$ cat config.mk
export PLATFORM = sky130hd
export DESIGN_NAME = tag_whitelist_table_unit
export DESIGN_NICKNAME = d
export VERILOG_FILES = /design/src/rtl/core/twt_pkg.sv /design/src/rtl/core/twt_ram.sv /design/src/rtl/core/tag_whitelist_table_unit.sv
export SDC_FILE = /design/constraint.sdc
export NUM_CORES = 2
export LEC_CHECK = 0
export ABC_AREA = 1
export ABC_CLOCK_PERIOD_IN_PS = 4200
export BUFFER_PORTS_ARGS = -buffer_cell sky130_fd_sc_hd__buf_2
export CELL_PAD_IN_SITES_DETAIL_PLACEMENT = 0
export CELL_PAD_IN_SITES_GLOBAL_PLACEMENT = 2
export CORE_UTILIZATION = 40
export CTS_BUF_LIST = sky130_fd_sc_hd__clkbuf_8 sky130_fd_sc_hd__clkbuf_16
export CTS_CLUSTER_DIAMETER = 150
export DETAILED_ROUTE_END_ITERATION = 16
export GPL_TIMING_DRIVEN = 0
export PLACE_DENSITY_LB_ADDON = 0.1
export SYNTH_ARGS = -nofsm -noshare
export SYNTH_HDL_FRONTEND = slang
export SYNTH_SLANG_ARGS = --single-unit
$ cat constraint.sdc
create_clock -name clk -period 4.2 [get_ports clk]
set_input_delay 0.42 -clock clk [delete_from_list [all_inputs] [get_ports clk]]
set_output_delay 0.42 -clock clk [all_outputs]
set_load 0.01 [all_outputs]
$ cat src/rtl/core/twt_pkg.sv
// Shared types and constants for the tag whitelist table.
package twt_pkg;

	localparam int unsigned TAG_SLOTS_DEF = 32;
	localparam int unsigned TAG_W         = 64;
	localparam int unsigned CMD_W         = 2;
	localparam int unsigned STATUS_W      = 2;
	localparam int unsigned ENTRY_W       = 6;
	localparam int unsigned RES_W         = STATUS_W + 1 + ENTRY_W;
	localparam int unsigned OUT_TDATA_W   = ((RES_W + 7) / 8) * 8;

	typedef enum logic [CMD_W-1:0] {
		CMD_ADD    = 2'd0,
		CMD_REMOVE = 2'd1,
		CMD_LOOKUP = 2'd2,
		CMD_CLEAR  = 2'd3
	} cmd_t;

	typedef enum logic [STATUS_W-1:0] {
		ST_DONE     = 2'd0,
		ST_DUP      = 2'd1,
		ST_FULL     = 2'd2,
		ST_NOTFOUND = 2'd3
	} status_t;

	typedef enum logic [2:0] {
		SEQ_IDLE,
		SEQ_SCAN,
		SEQ_EXEC,
		SEQ_MOVE,
		SEQ_DONE
	} seq_state_t;

endpackage

$ cat src/rtl/core/twt_ram.sv
// Generic single-write, single-read RAM with registered read data.
module twt_ram #(
	parameter int unsigned WIDTH = 64,
	parameter int unsigned DEPTH = 32,
	localparam int unsigned ADDR_W = (DEPTH > 1) ? $clog2(DEPTH) : 1
) (
	input  logic              clk,
	input  logic              we,
	input  logic [ADDR_W-1:0] waddr,
	input  logic [WIDTH-1:0]  wdata,
	input  logic [ADDR_W-1:0] raddr,
	output logic [WIDTH-1:0]  rdata
);

	logic [WIDTH-1:0] mem_q [DEPTH];
	logic [WIDTH-1:0] rdata_q;

	always_ff @(posedge clk) begin
		if (we) begin
			mem_q[waddr] <= wdata;
		end
		rdata_q <= mem_q[raddr];
	end

	assign rdata = rdata_q;

endmodule

$ cat src/rtl/core/tag_whitelist_table_unit.sv
// Top level of the tag whitelist table: command sequencer, shared tag compare and result register.
//
// Commands arrive on the s_axis channel: tuser carries the command (add, remove,
// lookup, clear) and tdata the 64-bit tag. Each command gives exactly one result
// transfer on m_axis with status, match flag and the entry count after the command.
// The tags sit in a RAM with registered read; a single 64-bit comparator walks the
// stored entries one per cycle. A command passes through an accept step, a scan of
// the stored entries, an execute step, a move step when a remove moves the last
// entry into the hole, and a step that loads the result. A clear skips the scan and
// the execute step. The scan length, set by the one RAM read port, fixes the rate.
// s_axis_tready is high only while the sequencer is idle.
// When the receiver stalls, the result holds in the output register; the next
// command may be accepted and scanned meanwhile, and its result waits until the
// output register is free.
// Reset clears the entry count and the sequencer; the RAM contents are not cleared,
// since entries at or above the count are never used.
module tag_whitelist_table_unit #(
	parameter int unsigned TAG_SLOTS = twt_pkg::TAG_SLOTS_DEF
) (
	input  logic                             clk,
	input  logic                             arst_n,
	input  logic                             s_axis_tvalid,
	output logic                             s_axis_tready,
	input  logic [twt_pkg::TAG_W-1:0]        s_axis_tdata,  // [63:0] tag_id
	input  logic [twt_pkg::CMD_W-1:0]        s_axis_tuser,  // [1:0] cmd
	output logic                             m_axis_tvalid,
	input  logic                             m_axis_tready,
	output logic [twt_pkg::OUT_TDATA_W-1:0]  m_axis_tdata   // [1:0] status, [2] match,
	                                                        // [8:3] entry_count, zero above
);

	import twt_pkg::*;

	localparam int unsigned IDX_W = (TAG_SLOTS > 1) ? $clog2(TAG_SLOTS) : 1;
	localparam int unsigned CNT_W = $clog2(TAG_SLOTS + 1);
	localparam logic [CNT_W-1:0] SLOTS_C = CNT_W'(TAG_SLOTS);

	seq_state_t state_q, state_d;

	cmd_t                cmd_q;
	logic [TAG_W-1:0]    tag_q;
	logic [CNT_W-1:0]    count_q;
	logic [CNT_W-1:0]    scan_idx_q;
	logic                cmp_vld_s1;
	logic [IDX_W-1:0]    cmp_idx_s1;
	logic                found_q;
	logic [IDX_W-1:0]    slot_q;
	status_t             res_status_q;
	logic                res_match_q;
	logic                m_tvalid_q;
	logic [OUT_TDATA_W-1:0] m_tdata_q;

	logic                ram_we;
	logic [IDX_W-1:0]    ram_waddr;
	logic [TAG_W-1:0]    ram_wdata;
	logic [IDX_W-1:0]    ram_raddr;
	logic [TAG_W-1:0]    ram_rdata;

	logic                in_xfer;
	logic                scan_issue;
	logic                scan_done;
	logic                tag_hit;
	logic [CNT_W-1:0]    last_cnt;
	logic                add_ok;
	logic                move_needed;
	logic                out_free;

	twt_ram #(
		.WIDTH (TAG_W),
		.DEPTH (TAG_SLOTS)
	) u_tag_ram (
		.clk   (clk),
		.we    (ram_we),
		.waddr (ram_waddr),
		.wdata (ram_wdata),
		.raddr (ram_raddr),
		.rdata (ram_rdata)
	);

	assign in_xfer     = s_axis_tvalid && s_axis_tready;
	assign scan_issue  = scan_idx_q < count_q;
	assign scan_done   = !scan_issue && !cmp_vld_s1;
	assign tag_hit     = cmp_vld_s1 && (ram_rdata == tag_q);
	assign last_cnt    = count_q - CNT_W'(1);
	assign add_ok      = (cmd_q == CMD_ADD) && !found_q && (count_q < SLOTS_C);
	assign move_needed = CNT_W'(slot_q) < last_cnt;
	assign out_free    = !m_tvalid_q || m_axis_tready;

	// Next state.
	always_comb begin
		state_d = state_q;
		unique case (state_q)
			SEQ_IDLE: begin
				if (s_axis_tvalid) begin
					state_d = (cmd_t'(s_axis_tuser) == CMD_CLEAR) ? SEQ_DONE : SEQ_SCAN;
				end
			end
			SEQ_SCAN: begin
				if (scan_done) begin
					state_d = SEQ_EXEC;
				end
			end
			SEQ_EXEC: begin
				if ((cmd_q == CMD_REMOVE) && found_q && move_needed) begin
					state_d = SEQ_MOVE;
				end else begin
					state_d = SEQ_DONE;
				end
			end
			SEQ_MOVE: begin
				state_d = SEQ_DONE;
			end
			SEQ_DONE: begin
				if (out_free) begin
					state_d = SEQ_IDLE;
				end
			end
			default: begin
				state_d = SEQ_IDLE;
			end
		endcase
	end

	// Sequencer outputs: input handshake and RAM port control.
	always_comb begin
		s_axis_tready = 1'b0;
		ram_we        = 1'b0;
		ram_waddr     = count_q[IDX_W-1:0];
		ram_wdata     = tag_q;
		ram_raddr     = scan_idx_q[IDX_W-1:0];
		unique case (state_q)
			SEQ_IDLE: begin
				s_axis_tready = 1'b1;
			end
			SEQ_EXEC: begin
				// A successful add writes the new tag; a remove fetches the last entry.
				ram_we    = add_ok;
				ram_raddr = last_cnt[IDX_W-1:0];
			end
			SEQ_MOVE: begin
				ram_we    = 1'b1;
				ram_waddr = slot_q;
				ram_wdata = ram_rdata;
			end
			SEQ_SCAN, SEQ_DONE: begin
			end
			default: begin
			end
		endcase
	end

	// Control state.
	always_ff @(posedge clk or negedge arst_n) begin
		if (!arst_n) begin
			state_q    <= SEQ_IDLE;
			count_q    <= '0;
			scan_idx_q <= '0;
			cmp_vld_s1 <= 1'b0;
			found_q    <= 1'b0;
			m_tvalid_q <= 1'b0;
		end else begin
			state_q <= state_d;
			if ((state_q == SEQ_DONE) && out_free) begin
				m_tvalid_q <= 1'b1;
			end else if (m_tvalid_q && m_axis_tready) begin
				m_tvalid_q <= 1'b0;
			end
			unique case (state_q)
				SEQ_IDLE: begin
					scan_idx_q <= '0;
					cmp_vld_s1 <= 1'b0;
					found_q    <= 1'b0;
					if (in_xfer && (cmd_t'(s_axis_tuser) == CMD_CLEAR)) begin
						count_q <= '0;
					end
				end
				SEQ_SCAN: begin
					cmp_vld_s1 <= scan_issue;
					if (scan_issue) begin
						scan_idx_q <= scan_idx_q + CNT_W'(1);
					end
					if (tag_hit) begin
						found_q <= 1'b1;
					end
				end
				SEQ_EXEC: begin
					if (add_ok) begin
						count_q <= count_q + CNT_W'(1);
					end else if ((cmd_q == CMD_REMOVE) && found_q) begin
						count_q <= last_cnt;
					end
				end
				SEQ_MOVE, SEQ_DONE: begin
				end
				default: begin
				end
			endcase
		end
	end

	// Payload registers.
	always_ff @(posedge clk) begin
		if (in_xfer) begin
			cmd_q        <= cmd_t'(s_axis_tuser);
			tag_q        <= s_axis_tdata;
			res_status_q <= ST_DONE;
			res_match_q  <= 1'b0;
		end
		if (state_q == SEQ_SCAN) begin
			cmp_idx_s1 <= scan_idx_q[IDX_W-1:0];
			if (tag_hit && !found_q) begin
				slot_q <= cmp_idx_s1;
			end
		end
		if (state_q == SEQ_EXEC) begin
			res_match_q <= found_q;
			priority if (cmd_q == CMD_ADD) begin
				if (found_q) begin
					res_status_q <= ST_DUP;
				end else if (!add_ok) begin
					res_status_q <= ST_FULL;
				end else begin
					res_status_q <= ST_DONE;
				end
			end else begin
				res_status_q <= found_q ? ST_DONE : ST_NOTFOUND;
			end
		end
		if ((state_q == SEQ_DONE) && out_free) begin
			m_tdata_q <= OUT_TDATA_W'({ENTRY_W'(count_q), res_match_q, res_status_q});
		end
	end

	assign m_axis_tvalid = m_tvalid_q;
	assign m_axis_tdata  = m_tdata_q;

	a_count_in_range: assert property (@(posedge clk) disable iff (!arst_n)
		count_q <= SLOTS_C)
		else $error("entry count above table size");

	a_no_write_in_scan: assert property (@(posedge clk) disable iff (!arst_n)
		(state_q == SEQ_SCAN) |-> !ram_we)
		else $error("table written during scan");

	a_write_in_range: assert property (@(posedge clk) disable iff (!arst_n)
		ram_we |-> (CNT_W'(ram_waddr) < SLOTS_C))
		else $error("table write beyond last slot");

	a_remove_decrements: assert property (@(posedge clk) disable iff (!arst_n)
		(state_q == SEQ_EXEC && cmd_q == CMD_REMOVE && found_q)
		|=> (count_q == $past(last_cnt)))
		else $error("successful remove did not decrement the count");

	a_move_reads_last: assert property (@(posedge clk) disable iff (!arst_n)
		(state_q == SEQ_MOVE) |-> (CNT_W'(slot_q) < count_q))
		else $error("move targets a slot outside the list");

endmodule
* Word level (Yosys, flattened, before mapping) *
Memory sizes are Yosys's and may differ from the RTL's. A register that Yosys moved wholly into a read port is not among the register bits.
Index checks and enable logic that the tools add are counted.

cells by class
  add/subtract/negate cells = 3
  order comparisons = 3
  eq/ne operators = 14
  mux-type cells = 32
  reductions and logical operators = 27

operators by type and width
  kind                                                                number
  64-bit == test                                                      1
  64-bit 2-to-1 mux                                                   1
  6-bit 2-to-1 mux                                                    4
  6-bit case mux with 2 select lines                                  2
  3-bit 2-to-1 mux                                                    5
  3-bit case mux with 5 select lines                                  1
  6-bit by 1-bit adder with 6-bit output, second input constant       2
  2-bit 2-to-1 mux                                                    6
  2-bit inequality test, second input constant                        6
  1-bit logical AND                                                   11
  5-bit 2-to-1 mux                                                    2
  1-bit 2-to-1 mux                                                    8
  2-bit nonzero test                                                  4
  3-bit by 2-bit == test with 1-bit output, second input constant     2
  5-bit by 6-bit < comparator with 1-bit output                       1
  6-bit < comparator                                                  1
  6-bit < comparator, second input constant                           1
  1-bit case mux with 2 select lines                                  3
  2-bit AND reduction                                                 3
  3-bit AND reduction                                                 2
  6-bit by 1-bit subtractor with 6-bit output, second input constant  1
  1-bit logical NOT                                                   4
  3-bit by 1-bit == test with 1-bit output, second input constant     1
  3-bit == test, second input constant                                1
  other kinds (6)                                                     6

storage, ports and cells
  register bits = 106
  RAM bits = 2048
  bits of input ports = 70
  output and inout port bits = 18
  word-level logic and storage cells = 93
  memories = 1

memory list
  memory           depth  bits a word  rd ports  clocked after Yosys merged registers in  write ports  RTL line       source
  u_tag_ram.mem_q  32     64           1         1                                        1            twt_ram.sv:15  logic [WIDTH-1:0] mem_q [DEPTH];

* Logic depth before layout (Yosys ltp) *
  depth after elaboration = 7
  mapped depth = 14

* Hierarchy *
From an unflattened synthesis, not the netlist that was laid out.

second synthesis, totals
  cells, all modules = 7394
  area, all modules = 88914.0 um2

modules (own cells, without submodules)
  module                    instances  cells an instance  area an instance (um2)  seq. area each (um2)
  twt_ram                   1          6768               82990.8                 62780.2
  tag_whitelist_table_unit  1          626                5923.2                  3093.0

* Worst setup path before layout *
OpenSTA, ideal clock, no wires.

  path kind = reg-to-reg
  start = register cmd_q[1]
  end = memory u_tag_ram.mem_q[5][0], enable pin
  library setup time = 0.486 ns
  arrival = 4.078 ns
  setup slack = -0.365 ns
  cell stages (with the launch flop) = 9
  buffers on the path = 0
  clock period less this slack = 4.565 ns
  path through = edfxtp_1 nor2_1 ha_1 nand2_1 inv_1 nand2_1 nand2_1 nand3_1 nor2_1

between the ends
  longest elaborated chain between the ends = 6

RTL lines
  item                                    RTL line                         source
  from (decl)                             tag_whitelist_table_unit.sv:40   cmd_t cmd_q;
  from (signal assigned)                  tag_whitelist_table_unit.sv:204  cmd_q <= cmd_t'(s_axis_tuser);
  2-bit logical NOT                       tag_whitelist_table_unit.sv:85   assign add_ok = (cmd_q == CMD_ADD) && !found_q && (count_q < SLOTS_C);
  1-bit logical AND (2 in a row)          tag_whitelist_table_unit.sv:85
  1-bit case mux with 2 select lines      tag_whitelist_table_unit.sv:131  unique case (state_q)
  1-bit 2-to-1 mux                        twt_ram.sv:19                    if (we) begin
  1-bit 2-to-1 mux (not written as such)  twt_ram.sv:20                    mem_q[waddr] <= wdata;
  to (decl)                               twt_ram.sv:15

No other way between the ends.

* Worst setup path after layout *
  start = register state_q[1]
  end = memory u_tag_ram.mem_q[0][53] (data pin)

between the ends
  longest elaborated chain between the ends = 2

RTL lines
  item                                      RTL line                         source
  from (decl)                               tag_whitelist_table_unit.sv:38   seq_state_t state_q, state_d;
  from (signal assigned)                    tag_whitelist_table_unit.sv:162  state_q <= state_d;
  3-bit by 2-bit == test with 1-bit output  tag_whitelist_table_unit.sv:131
  64-bit 2-to-1 mux                         tag_whitelist_table_unit.sv:131
  net ram_wdata[53]                         tag_whitelist_table_unit.sv:55   logic [TAG_W-1:0] ram_wdata;

The timed path passes the listed nets, and every way through them passes these cells.

==> run_results.csv <==
group,metric,value,unit
status,status,"finished, final reports clean",
critical_path,worstPathArrival,4.86,ns
placement,post_dp_cell_area,97900,um2
placement,io_buffers,80,
pwr,clockPowerShare,46.3,%
clocking,numCtsBuffers,239,
layout,layout_common_cells,"nand3_1 (2245), edfxtp_1 (2136), nand2_1 (1920)",
sta,fin_worst_skew,0.0417,ns
hold_path,hp-class,"primary input to async pin",
pwr,switchingPower,9.14,mW
global_routing,first_global_vias,60300,
pwr,swShare,20.5,%
sta,min_period_over_period,98.5,%
clocking,clock_latency,0.91,ns
logic_synthesis,synth_top_area_cell,"edfxtp_1",
layout,drive_gt1_share,12.7,%
logic_synthesis,synth-compound-area-share,0.763,%
sta,slew-limit-headroom,5.71,%
logic_synthesis,syn_area_per_cell,12.0,um2
placement,routabilityCongestion,0.882,
logic_synthesis,ys_warn_count,0,
clocking,path_clk_slew,0.06,ns
logic_synthesis,ys_top_cells_by_area,"edfxtp_1 (71%), nand3_1 (12%), nand2_1 (8.0%), buf_2 (1.6%), dfxtp_1 (1.4%)",
floorplanning,rows,173,
floorplanning,core-area,223000,um2
global_routing,grt_max_degree,48,
critical_path,critPathSlowestCell,"clkbuf_1",
global_routing,grt-ovfl-total,0,
critical_path,path_class,"flip-flop to flip-flop",
logic_synthesis,synth_area,90000,um2
global_routing,grt_use_total,32.7,%
sta,rsz0062_at_grt,"no",
pwr,power_density,418,nW/um2
pwr,intPower,35.5,mW
pwr,power.share.sequential,53.4,%
routing,via_per_inst,5.70,
logic_synthesis,synth-adder-area-share,0.181,%
layout,syn_to_final_growth,18.6,%
critical_path,worstPathCellList,"nand3_1 -> clkbuf_1 -> clkbuf_2 -> buf_1 -> nor2_1 -> a21oi_2 -> buf_8",
pwr,power_frac_comb,0.2,%
pwr,total_power,44.7,mW
floorplanning,die_width,476,um
logic_synthesis,synth_top_family_by_area,"simple AND/OR/NAND/NOR gates",
routing,first_pass_iters,8,
routing,drc,0,
clocking,htree_levels,4,
floorplanning,start_util,40.4,%
clocking,cts_tree,"yes",
sta,min_period,4.14,ns
sta,slew_viol_final,0,
placement,dp_hpwl,261000,um
logic_synthesis,synth.distinct_cells,37,
clocking,cts.sinks,2218,
routing,vias,64500,
sta,setup_viol,0,
logic_synthesis,yosysSeqAreaShare,73.2,%
pwr,leakagePower,38.7,nW
layout,fin_cells,11300,
sta,fmax,242,MHz
logic_synthesis,synth_xor_area_share,0.224,%
layout,fin_nets,8197,
pwr,ir_drop,0.419,mV
job,cap_violations,0,
global_routing,grt_pass1_wl,509000,um
sta,finalHoldViolCount,0,
logic_synthesis,ys_ff_latch,2218,
routing,drt_iter0_drc,8244,
logic_synthesis,syn_inst,7515,
routing,ant_nets,0,
critical_path,path_max_fanout,19,
layout,design_area,107000,um2
logic_synthesis,yosys.area_share.simple,21.7,%
placement,place_ws,-0.375,ns
placement,place_inst,10700,
logic_synthesis,muxShareOfSynthArea,0.200,%
routing,avgRoutedWirePerCell,33.4,um
clocking,cts-root-buf,"clkbuf_16",
floorplanning,die_h,476,um
critical_path,crit_path_start_kind,"flip-flop",
floorplanning,ios,88,
sta,worst_slew_pin_slew,1.41,ns
global_routing,grt_antenna_before_repair,38,
sta,setup_ws,0.0618,ns
critical_path,crit_required,4.92,ns
routing,postRouteWirelength,377000,um
critical_path,slowest_delay,0.78,ns
logic_synthesis,synth_top_cell_area_share,71.3,%
clocking,cts_buffer_depth,3,
floorplanning,die_area,227000,um2
critical_path,cp-end-kind,"flip-flop",
layout,final_common_cell,"nand3_1",
==> worst paths after layout <==
kind	startpoint	endpoint	slack, ns	cells past startpoint
min in group clk	s_axis_tdata[13]	tag_q[13]	0.22	2
hold / removal	arst_n	m_axis_tvalid	0.02	2
setup reg to reg	state_q[1]	u_tag_ram.mem_q[0][53]	0.06	7
max in group asynchronous	arst_n	scan_idx_q[1]	3.84	2
hold reg to reg	res_status_q[0]	m_axis_tdata[0]	0.42	0
setup / recovery	state_q[1]	u_tag_ram.mem_q[0][53]	0.06	7
==> cells in the mapped netlist <==
cell type  instances
buf_6              1
buf_1             25
or2_2              1
nor2_2             1
xnor2_1           14
inv_2              4
nand2_1         1920
clkbuf_1         142
o21ai_4            1
inv_1            255
a21oi_1           20
a21boi_0           1
o21ai_0           89
a22oi_1            1
o211ai_1           1
buf_2            282
nand3b_1          76
mux2_2            16
or2_1              1
o21ai_1            1
xor2_1             9
edfxtp_1        2136
nand2_2            4
conb_1             1
clkinv_1           1
buf_4             51
a211oi_1           3
ha_1              13
nor3_1             3
nor2_1            90
dfxtp_1           64
a31oi_1            1
o22ai_1           11
nand3_1         2245
dfrtp_1           18
nand4_1           11
nor4_1             2
==> layout make-up <==
| cell class | instances | area [um2] |
|---|---|---|
| antenna | 12 | 30.0 |
| buffer | 501 | 2450 |
| clock buffer | 264 | 6340 |
| clock inverter | 189 | 1410 |
| fill | 20100 | 116000 |
| inverter | 260 | 978 |
| multi-input combinational | 4542 | 21300 |
| sequential | 2218 | 65900 |
| tap | 2975 | 3720 |
| timing repair buffer | 352 | 4650 |
==> critical path, delay by kind of cell (launching register included) <==
kind	cells	cell delay, ns
AND/OR/NAND/NOR	2	0.41
AO/OA/AOI/OAI	1	0.62
buffers and inverters	4	2.47
flip-flops	1	0.44
==> what timing repair did <==
item,4_1_cts,5_1_grt
pin swaps,0,10
hold buffers,69,0
endpoints found under the hold margin,87,0
setup endpoints to repair,681,228
resized for setup,4,6
setup buffers,0,48
==> flip-flops by register name (all words and copies together) (netlist names) <==
name,count
slot_q,5
state_q,3
found_q,1
u_tag_ram.rdata,64
m_axis_tvalid,1
cmp_vld_s1,1
res_status_q,2
scan_idx_q,6
count_q,6
tag_q,64
cmp_idx_s1,5
res_match_q,1
cmd_q,2
m_axis_tdata,9
u_tag_ram.mem_q,2048
==> kinds of logic (layout without fill, tap and decap cells) <==
kind of cell               Yosys count  count (layout)
muxes                               16              16
and+or+nand+nor                   4354            4354
xor gates and xnor gates            23              23
buffers and inverters              761            1566
AOI/OAI and AO/OA                  129             129
DFF                               2218            2218
other                                1              19
adders and majority gates           13              13
==> power groups by stage <==
stage	logic, mW	clock network (mW)	registers, mW
6_report	0.102	20.7	23.9
5_1_grt	0.109	21.7	23.9
4_1_cts	0.100	20.9	23.9
3_5_place_dp	0.0507	0	24.3
3_3_place_gp	0.0497	0	24.3
2_1_floorplan	0.00813	0	24.3
==> layer usage <==
| metal | wire length (um) | vias to the layer above | track usage (%) |
|---|---|---|---|
| met3 | 33300 | 671 | 6.46 |
| li1 | - | 28000 | - |
| met1 | 150000 | 32600 | 43.1 |
| met5 | 26 | - | 0 |
| met2 | 174000 | 3263 | 51.8 |
| met4 | 19800 | 4 | 15.4 |
==> stage by stage <==
| stage | hold slack (ns) | setup TNS (ns) | utilization (%) |
|---|---|---|---|
| 6_report | 0.0167 | 0 | 47.9 |
| 5_1_grt | 0.0256 | 0 | 47.9 |
| 4_1_cts | 0.00106 | 0 | 47.7 |
| 3_5_place_dp | 0.410 | -86.60 | 43.9 |
| 3_3_place_gp | 0.402 | - | 42.2 |
| 2_1_floorplan | 0.124 | -739.39 | - |
Note: power is estimated with default switching activity, not from simulation.
